<file path="src/hdl/stft_ram.sv">
// Generic simple dual-port RAM: one write port, one read port, registered read.
// Read data holds while the read enable is low. No dependencies.
`timescale 1ns / 1ps

module stft_ram #(
  parameter int WIDTH = 8,
  parameter int DEPTH = 16,
  localparam int AW = (DEPTH > 1) ? $clog2(DEPTH) : 1
) (
  input  logic             clk,
  input  logic             wr_en,
  input  logic [AW-1:0]    wr_addr,
  input  logic [WIDTH-1:0] wr_data,
  input  logic             rd_en,
  input  logic [AW-1:0]    rd_addr,
  output logic [WIDTH-1:0] rd_data
);

  logic [WIDTH-1:0] mem [DEPTH];

  always_ff @(posedge clk) begin
    if (wr_en) begin
      mem[wr_addr] <= wr_data;
    end
    if (rd_en) begin
      rd_data <= mem[rd_addr];
    end
  end

endmodule

</file>
<file path="config.mk">
export PLATFORM = sky130hd
export DESIGN_NAME = stft_ram
export DESIGN_NICKNAME = d
export VERILOG_FILES = /design/src/hdl/stft_ram.sv
export SDC_FILE = /design/constraint.sdc
export NUM_CORES = 1
export LEC_CHECK = 0
export BUFFER_PORTS_ARGS = -buffer_cell sky130_fd_sc_hd__buf_2
export CELL_PAD_IN_SITES_DETAIL_PLACEMENT = 1
export CELL_PAD_IN_SITES_GLOBAL_PLACEMENT = 2
export CORE_UTILIZATION = 50
export CTS_BUF_LIST = sky130_fd_sc_hd__clkbuf_2
export DETAILED_ROUTE_END_ITERATION = 12
export GPL_TIMING_DRIVEN = 0
export HOLD_SLACK_MARGIN = 0.06
export PLACE_DENSITY = 0.91
export SLEW_MARGIN = 20
export SYNTH_ARGS = -nofsm -noshare
export SYNTH_HDL_FRONTEND = slang
export SYNTH_SLANG_ARGS = --single-unit
</file>
<file path="constraint.sdc">
create_clock -name clk -period 2.1 [get_ports clk]
set_input_delay 0.105 -clock clk [delete_from_list [all_inputs] [get_ports clk]]
set_output_delay 0.105 -clock clk [all_outputs]
set_load 0.03 [all_outputs]
</file>
-- After elaboration in Yosys (flattened, before gate mapping)
Memory sizes are Yosys's and may differ from the RTL's. A register that Yosys moved wholly into a read port is not among the register bits.
Index checks and enable logic that the tools add are counted.
- add/sub/neg operators: 0
- multipliers: 0
- divide/modulo/power cells: 0
- $lt $le $gt $ge: 0
- equality and inequality tests: 0
- shift operators: 0
- multiplexer cells: 2
- bitwise logic cells: 0
- reduce and logical (&&, ||, !) cells: 0
- operator list (operator ; number):
    two-way mux 1 bit ; 2
- register bits: 0
- bits in latches: 0
- memory bits (writable): 128
- ROM bits: 0
- output and inout port bits: 8
- memories: 1
- memory list (memory ; depth ; width ; read ports ; clocked after Yosys merged registers in ; wr ports ; line ; source):
    mem ; 16 ; 8 ; 1 ; 1 ; 1 ; 19 ; logic [WIDTH-1:0] mem [DEPTH];

-- Longest topological paths before layout
- word-level depth: 2
- mapped depth: 5
- mapped depth without buffers: 3

-- Least setup slack after synthesis
No wires, ideal clock.
- path type: input to register
- from: in wr_addr[2]
- to: mem mem[0][0] (enable)
- arrival time: 1.215 ns
- data required time: 1.717 ns
- path slack: 0.502 ns
- cell stages on the path: 2
- cells stage by stage: or3b_2 -> nor3_1
- RTL lines (element ; line ; source):
    from (decl) ; 12 ; input logic [AW-1:0] wr_addr,
    to (decl) ; 19 ;
Straight into the memory's write port.

-- Worst setup path after layout
- from: in wr_addr[2]
- to: mem mem[8][1] (enable)
Straight into the memory's write port.

==> results_dict.tcl <==
set metrics [dict create \
    synth_most_common_cell "edfxtp_1" \
    synth-simple-area-share_pct 3.14 \
    grt_pass1_wl_um 16400 \
    avgSynthCellArea_um2 22.8 \
    synth_largest_area_cell "edfxtp_1" \
    via_count 2505 \
    post-route-util_pct 59.8 \
    grt_pass1_vias 2676 \
    synthXorXnorAreaFrac_pct 0 \
    yosys_warnings 0 \
    antennaDiodeCount 0 \
    yosys-top-cells-count "edfxtp_1 (136), mux4_2 (18), a22oi_1 (16)" \
    synthAdderAreaFrac_pct 0 \
    cts_resized 0 \
    clock-sinks 136 \
    slew_viol_final 0 \
    gr-usage-all-layers_pct 22.0 \
    cts_buffer_depth 2 \
    antenna_left 0 \
    start_kind "input port" \
    io_buffer_count 25 \
    async_flop_share_pct 0 \
    drc 0 \
    syn-cell-area_um2 5230 \
    synth_ff_type "edfxtp_1" \
    synthMuxAreaShare_pct 14.8 \
    relSlewSlack_pct 43.0 \
    io_pins 27 \
    rsz0062_at_grt "false" \
    wl_um 10900 \
    cp-end-kind "flop" \
    timing.rr.end "rd_data[7]" \
    setup_viol 0 \
    ys_seq_area_share_pct 78.1 \
    crit_fanout 8 \
    coreArea_um2 9950 \
    finalCritPeriodShare_pct 82.0 \
    required_ps 2410 \
    hold_class "in2reg" \
    cts_buffers 17 \
    overflow 0 \
    synth.area.top_cells "edfxtp_1 (78%), mux4_2 (7.8%), mux4_1 (7.0%)" \
    r2r_setup_slack_ps 510 \
    status "complete, no violations" \
    grt_max_degree 17 \
    synth_top_family_by_area "multiplexers" \
    powerDensity_nw_per_um2 848 \
    worstPathCellList "dlygate4sd3_1 -> buf_2 -> nand3b_1 -> nor3_2 -> dlygate4sd3_1" \
    crit_path_frequent_cell "dlygate4sd3_1" \
    finalSetupTns_ps 0 \
    crit_start "wr_addr[2]" \
    htreeDepth 4 \
    die_y_um 104 \
    max_cap_violations 0 \
    cts_tree "yes" \
    fmax_ghz 0.580 \
    critPathKind "in2reg" \
    fp-row-count 36 \
    clock_skew_ps 16.6 \
    dp_slack_ps 278 \
    post_drt_wl_per_cell_um 25.1 \
    clockRootBuffer "clkbuf_2" \
    clk_latency_ps 630 \
    synth.distinct_cells 18 \
    drive_above_1_share_pct 28.1 \
    dieWidth_um 104 \
    syn_nets 248 \
    drt-initial-drc-count 215 \
    r2r.worst_path.cells 3 \
    slowest_delay_ps 830 \
    netlist.area_leader.share_pct 78.1 \
    die_area_um2 10900 \
    fin_crit_ps 1720 \
    dr.pass1.iters 4 \
    synth_compound_area_share_pct 2.30 \
    ir_drop_v 0.000464 \
    initial_core_util_pct 52.5 \
    arrival_ps 2030 \
    path_clk_slew_ps 170 \
    p_leak_nw 1.99 \
    synthCells 229 \
    via_per_inst 5.76 \
    critPathSlowestCell "dlygate4sd3_1" \
    ys_ff_latch 136 \
    fin_nets 308 \
    tightestPinTransition_ps 852 \
    synth_edf_count 136 \
    gp_congestion 0.721 \
    hold_viol 0 \
    syn2layout_area_growth_pct 13.9 \
    cp-endpoint "mem[8][1]" \
    place_hpwl_um 7160 \
    antenna_found_initial 0 \
    setup_slack_ps 377 \
    timing.rr.start "mem[0][7]" \
]
where the power goes:
group	total (mW)	switching [mW]	internal (mW)
logic	0.340	0.203	0.137
registers	3.07	0.0158	3.05
clock network	1.64	0.876	0.765
cell usage in the layout (no fill, tap or decap), drive strengths merged:
cell and n:
a22oi 16, nand2 9, edfxtp 136, clkbuf 19, nand3 1, buf 32, dlygate4sd3 16, bufinv 4
or3b 1, and2 1, nand3b 2, nor2b 1, clkdlybuf4s25 3, nor3 4, nor2 13, and2b 1
clkinv 9, mux4 32, nand2b 2
flip-flops by register name, summed over array words and instances, names as in the netlist:
signal,flops
mem,128
rd_data,8
worst min path at each step:
stage          startpoint          to  slack, ps  depth (start not counted)
2_1_floorplan  wr_data[0]   mem[0][0]        200                          0
3_3_place_gp        rd_en  rd_data[2]        440                          1
3_5_place_dp        rd_en  rd_data[7]        450                          1
4_1_cts        rd_addr[0]  rd_data[7]         70                          4
5_1_grt        rd_addr[0]  rd_data[0]         80                          4
6_report       rd_addr[0]  rd_data[0]        130                          4
metrics by stage:
| stage | total power [mW] | hold slack (ps) | cells | cell area, um2 |
|---|---|---|---|---|
| after global placement | 3.43 | 440 | 387 | 5520 |
| final | 5.05 | 126 | 435 | 5950 |
| after CTS | 5.09 | 71.7 | 435 | 5950 |
| after global routing | 5.20 | 80.2 | 435 | 5950 |
| after floorplan | 3.31 | 204 | 229 | 5230 |
| after detailed placement | 3.45 | 449 | 387 | 5540 |
logic make-up after synthesis:
logic type             after synthesis
AO/OA/AOI/OAI                       16
AND/OR/NAND/NOR                     35
buffers and inverters               10
multiplexers                        32
flip-flops                         136
critical path, delay by kind of cell:
family	cells	cell delay, ps
simple gates	2	430
buf+inv	3	1500
metal layers:
metal / vias to the layer above / share of wire, % / GRT usage (%)
li1: 1102 / - / -
met1: 1312 / 43 / 29.8
met2: 82 / 51 / 35.9
met3: 9 / 4.3 / 4.89
met4: 0 / 1.2 / 7.04
met5: - / 0 / 0
repair_timing:
action / CTS / global route
hold buffers: 16 / 0
setup buffers: 0 / 0
endpoints found under the hold margin: 169 / 0
layout make-up:
class                   instances  area (um2)
repair buffers                 41         285
multi-input cells              83        1080
flip-flops and latches        136        4080
fillers                       853        4000
clock inverters                13         159
well taps                     133         166
plain buffers                  10        86.3
clock buffers                  19        95.1
No activity file was read; power rests on OpenSTA's default activity.
