[src/hdl/stft_pkg.sv]
// Package for the sparse triplet fast transpose block.
// Holds the controller states, beat and term layouts, register indexes and defaults.
// No dependencies.
`timescale 1ns / 1ps

package stft_pkg;

  localparam int MAX_TERMS_DEF = 63;
  localparam int MAX_DIM_DEF   = 128;

  localparam int ROW_W   = 7;
  localparam int COL_W   = 7;
  localparam int VAL_W   = 32;
  localparam int DIM_W   = 8;
  localparam int CFG_W   = 8;
  localparam int TERM_W  = ROW_W + COL_W + VAL_W;
  localparam int IN_TDATA_W  = 48;
  localparam int OUT_TDATA_W = 48;

  localparam logic [CFG_W-1:0] ROWS_RESET = 8'd128;
  localparam logic [CFG_W-1:0] COLS_RESET = 8'd128;

  // register indexes on the configuration port
  localparam logic REG_NUM_ROWS = 1'b0;
  localparam logic REG_NUM_COLS = 1'b1;

  typedef enum logic [3:0] {
    ST_CLR,
    ST_LOAD,
    ST_INC,
    ST_PRE,
    ST_SC_RT,
    ST_SC_RS,
    ST_SC_WR,
    ST_EM_HDR,
    ST_EM_RD,
    ST_EM_OUT
  } stft_state_t;

  typedef struct packed {
    logic signed [VAL_W-1:0] value;
    logic [COL_W-1:0]        col;
    logic [ROW_W-1:0]        row;
  } stft_term_t;

  typedef struct packed {
    logic                    is_header;
    logic [DIM_W-1:0]        row;
    logic [DIM_W-1:0]        col;
    logic signed [VAL_W-1:0] value;
    logic                    last;
  } stft_beat_t;

endpackage

[src/hdl/stft_obuf.sv]
// Output register of the transpose block: holds one result beat for the master side.
// Depends on stft_pkg.
`timescale 1ns / 1ps

module stft_obuf
  import stft_pkg::*;
(
  input  logic       clk,
  input  logic       rst_n,
  input  logic       load,
  input  stft_beat_t load_beat,
  output logic       load_ok,
  output logic       out_tvalid,
  input  logic       out_tready,
  output stft_beat_t out_beat
);

  logic       valid_r;
  logic       valid_nxt;
  stft_beat_t beat_r;

  // free when empty or when the held beat leaves this cycle
  assign load_ok = !valid_r || out_tready;

  always_comb begin
    valid_nxt = valid_r;
    if (load && load_ok) begin
      valid_nxt = 1'b1;
    end else if (out_tready) begin
      valid_nxt = 1'b0;
    end
  end

  always_ff @(posedge clk) begin
    if (!rst_n) begin
      valid_r <= 1'b0;
    end else begin
      valid_r <= valid_nxt;
    end
    if (load && load_ok) begin
      beat_r <= load_beat;
    end
  end

  assign out_tvalid = valid_r;
  assign out_beat   = beat_r;

endmodule

[config.mk]
export PLATFORM = sky130hd
export DESIGN_NAME = stft_obuf
export DESIGN_NICKNAME = d
export VERILOG_FILES = /design/src/hdl/stft_pkg.sv /design/src/hdl/stft_obuf.sv
export SDC_FILE = /design/constraint.sdc
export NUM_CORES = 1
export LEC_CHECK = 0
export BUFFER_PORTS_ARGS = -buffer_cell sky130_fd_sc_hd__buf_4
export CORE_MARGIN = 2
export CORE_UTILIZATION = 40
export CTS_CLUSTER_DIAMETER = 80
export DETAILED_ROUTE_END_ITERATION = 7
export HOLD_SLACK_MARGIN = 0.02
export PLACE_DENSITY = 0.9
export SLEW_MARGIN = 20
export SYNTH_ARGS = -nofsm -noshare
export SYNTH_HDL_FRONTEND = slang
export SYNTH_SLANG_ARGS = --single-unit
[constraint.sdc]
create_clock -name clk -period 2.1 [get_ports clk]
set_clock_uncertainty 0.2 [all_clocks]
set_input_delay 0.21 -clock clk [delete_from_list [all_inputs] [get_ports clk]]
set_output_delay 0.21 -clock clk [all_outputs]
set_load 0.05 [all_outputs]
Yosys cells after proc, flatten, opt, wreduce, memory -nomap -nowiden --
Cells that the tools add are included.
Word-level totals: flip-flop bits (word level) 51, input port bits 54, output and inout port bits 52, logic and storage cells 12
Operators by class: muxes and demuxes 2, reduce and logical (&&, ||, !) cells 4
Operator list (count):
- $mux 1 | 2
- $reduce_bool 2->1 | 1
- $logic_and 1x1->1 | 1
- $logic_not 1->1 | 1
- $logic_or 1x1->1 | 1

Longest topological paths before layout --
depth after elaboration 4, mapped depth 2

Worst setup path before layout --
Ideal clock, no wire load.
path type reg2reg, from register valid_r, in the netlist out_tvalid, to register beat_r (netlist bit out_beat[0]), enable pin, library setup time 0.370 ns, arrival 1.240 ns, data required time 1.530 ns, slack 0.290 ns, stages on the path, launching flop included 3, path buffers 0, clock period less this slack 1.810 ns, cells stage by stage dfxtp_1 -> nand2b_4 -> and2_4
On the way: cells in the longest elaborated chain, start to end 3
Ends and longest elaborated chain:
- start: declaration | RTL line stft_obuf.sv:18 | logic valid_r;
- start signal: assignment | RTL line stft_obuf.sv:38 | valid_r <= valid_nxt;
- $logic_not 1->1 | RTL line stft_obuf.sv:23 | assign load_ok = !valid_r || out_tready;
- $logic_or 1x1->1 | RTL line stft_obuf.sv:23
- net load_ok | RTL line stft_obuf.sv:12 | output logic load_ok,
- $logic_and 1x1->1 | RTL line stft_obuf.sv:40 | if (load && load_ok) begin
- end signal: assignment | RTL line stft_obuf.sv:41 | beat_r <= load_beat;
- end: declaration | RTL line stft_obuf.sv:20 | stft_beat_t beat_r;
The timed path passes the listed nets, and every way through them passes these cells. A chain may end at the register's enable or synchronous reset.

Worst setup path after layout --
from register valid_r, in the netlist out_tvalid, to register beat_r (netlist bit out_beat[35]), enable pin
On the way: cells in the longest elaborated chain, start to end 3
Ends and longest elaborated chain (RTL line):
- $logic_not 1->1 | stft_obuf.sv:23
- $logic_or 1x1->1 | stft_obuf.sv:23
- $logic_and 1x1->1 | stft_obuf.sv:40
Every way passes these cells.

==> results.toml <==
[placement]
place_hpwl_um = 2560
io_buffers = 105
place_congestion = 0.676

[routing]
drt-pass1-iter-count = 5
first_iter_violations = 49
drtAntennaViolNets = 0
met2_length_um = 2590
met3WireLength_um = 575
vias = 1236
drt-total-wl_um = 5150
wl_met1_um = 1880
wl_per_cell_um = 19.2
drc_errors = 0
vias_per_cell = 4.61
top_layer_used = "met4"

[setup_path]
cp_data_arrival_time_ps = 1380
critPathKind = "flop to flop"
path_delay_family = "simple AND/OR/NAND/NOR gates"
worstPathCellList = "nand2b_4, and2_4"
end_kind = "flop"
reg2reg_to = "out_beat[35]"
reg2regPathDepth = 2
reg2reg_from = "out_tvalid"
cp_num_cells = 2
cp_data_required_time_ps = 1840
rrSetupSlack_ps = 450
path_buf_inv = 0
cpMaxStageDelayCell = "and2_4"
start_kind = "flop"
critPathMaxFanout = 50
cp_slowest_stage_delay_ps = 570

[die]
start_util = 0.420
io_pins = 106
die_x_um = 66.4
die-area_um2 = 4410
placementRows = 22
coreArea_um2 = 3720
fp.dieH_um = 66.4

[logic_synthesis]
ys_seq_elements = 51
synthesis.area_um2 = 1560
yosysSeqAreaShare = 0.976
synth_cell_types = 6
ys.flop_type = "edfxtp_1"
postSynthCellCount = 55
yosys_warnings = 0
synth-adder-area-share = 0
yosys.area.top_type = "edfxtp_1"
synth_mux_area_frac = 0
synthArstFlopShare = 0
synth_top_family_by_area = "simple AND/OR/NAND/NOR gates"
avgSynthCellArea_um2 = 28.3
yosysMostFrequentCell = "edfxtp_1"
synth_edf_count = 50
synthTopCellsByArea = "edfxtp_1 (96%), dfxtp_1 (1.3%), nand2b_4 (0.88%), a21boi_2 (0.72%), and2_4 (0.56%)"
yosys.area.top_type_share = 0.963
synth_compound_area_frac = 0.00722
syn_nets = 109
yosys.area_share.simple = 0.0144
synth_xor_xnor_area_share = 0

[sta]
rsz0062_at_grt = "no"
setup_viol = 0
slew_viol_final = 0
fin_crit_ps = 1650
hold_viol = 0
fin_setup_tns_ps = 0
relSlewSlack = 0.572
max_freq_ghz = 0.608
timing.hold.ws_ps = 382
finalCritPeriodShare = 0.784
tightest_slew_ps = 642

[run]
cap_violations = 0

[worst_hold_path]
min_path_type = "input pin to flop"
hold_depth = 2
hold_end = "out_beat[2]"
hp-start = "load"

[power]
p_per_area_nw_per_um2 = 780
peakVddDrop_mv = 0.634
p_leak_nw = 1.29

[clock_tree]
cts_buffer_depth = 2
clk_latency_ps = 300
cts.htree.levels = 2
cts.sinks = 51
clk_pin_slew_ps = 90
tritoncts = "yes"
ctsRootBufferMaster = "clkbuf_8"
numCtsBuffers = 5
post_cts_resize_count = 0

[finish]
diodes = 0
drive_gt1_frac = 0.518
nets = 273
area_growth_pct = 94.6

[grt]
grt_overflow = 0
grt.total_usage = 0.245
grt_max_degree = 51
grt_pass1_vias = 1402
antenna_found_initial = 0
grt_pass1_wl_um = 7350

[outcome]
status = "completed"
-- per-stage QoR --
stage	util	cells	setup WS (ps)	total power, mW	area [um2]
finish	0.816	268	454	2.37	3030
detailed placement	0.648	208	541	1.63	2410
CTS	0.816	268	529	2.35	3030
floorplan	-	55	290	1.46	1560
global route	0.816	268	390	2.43	3030
global placement	0.648	208	586	1.62	2410
-- metal layers --
| layer | up-vias | track usage |
|---|---|---|
| met3 | 16 | 0.118 |
| met4 | 0 | 0.0765 |
| met1 | 593 | 0.288 |
| met5 | - | 0 |
| li1 | 543 | - |
| met2 | 84 | 0.398 |
-- cell families after synthesis --
family / Yosys count
flops: 51
compound gates: 1
simple gates: 2
buf+inv: 1
-- flip-flops by register name, indices dropped and copies added, names as in the netlist --
register and count:
out_beat 50, out_tvalid 1
-- report_power, final --
part           switching [mW]  internal [mW]  leakage (nW)
clock network           0.306          0.357        0.0524
logic                   0.291          0.199         0.743
registers              0.0239           1.19         0.492
-- layout make-up --
class	count	area (um2)
clock buffer	7	76.3
clock inverter	1	30.0
tap	48	60.1
sequential	51	1520
inverter	1	3.75
fill	173	682
multi-input combinational	3	33.8
timing repair buffer	157	1310
-- layout by cell type (no fill, tap or decap), drive strengths merged --
cell         count
a21boi           1
and2             1
buf            105
bufinv           1
clkbuf           7
dfxtp            1
dlygate4sd3     52
edfxtp          50
inv              1
nand2b           1
-- worst max path at each step --
stage | start | endpoint | slack, ps
finish | out_tvalid | out_beat[35] | 450
global route | out_tvalid | out_beat[6] | 390
CTS | out_tvalid | out_beat[43] | 530
detailed placement | out_tready | out_beat[6] | 540
global placement | out_tready | out_beat[11] | 590
floorplan | out_tvalid | out_beat[0] | 290
-- what timing repair did --
item,in CTS,in global routing
setup buffers,0,0
endpoints found under the hold margin,51,0
hold buffers,52,0
(Power assumes the default switching activity.)
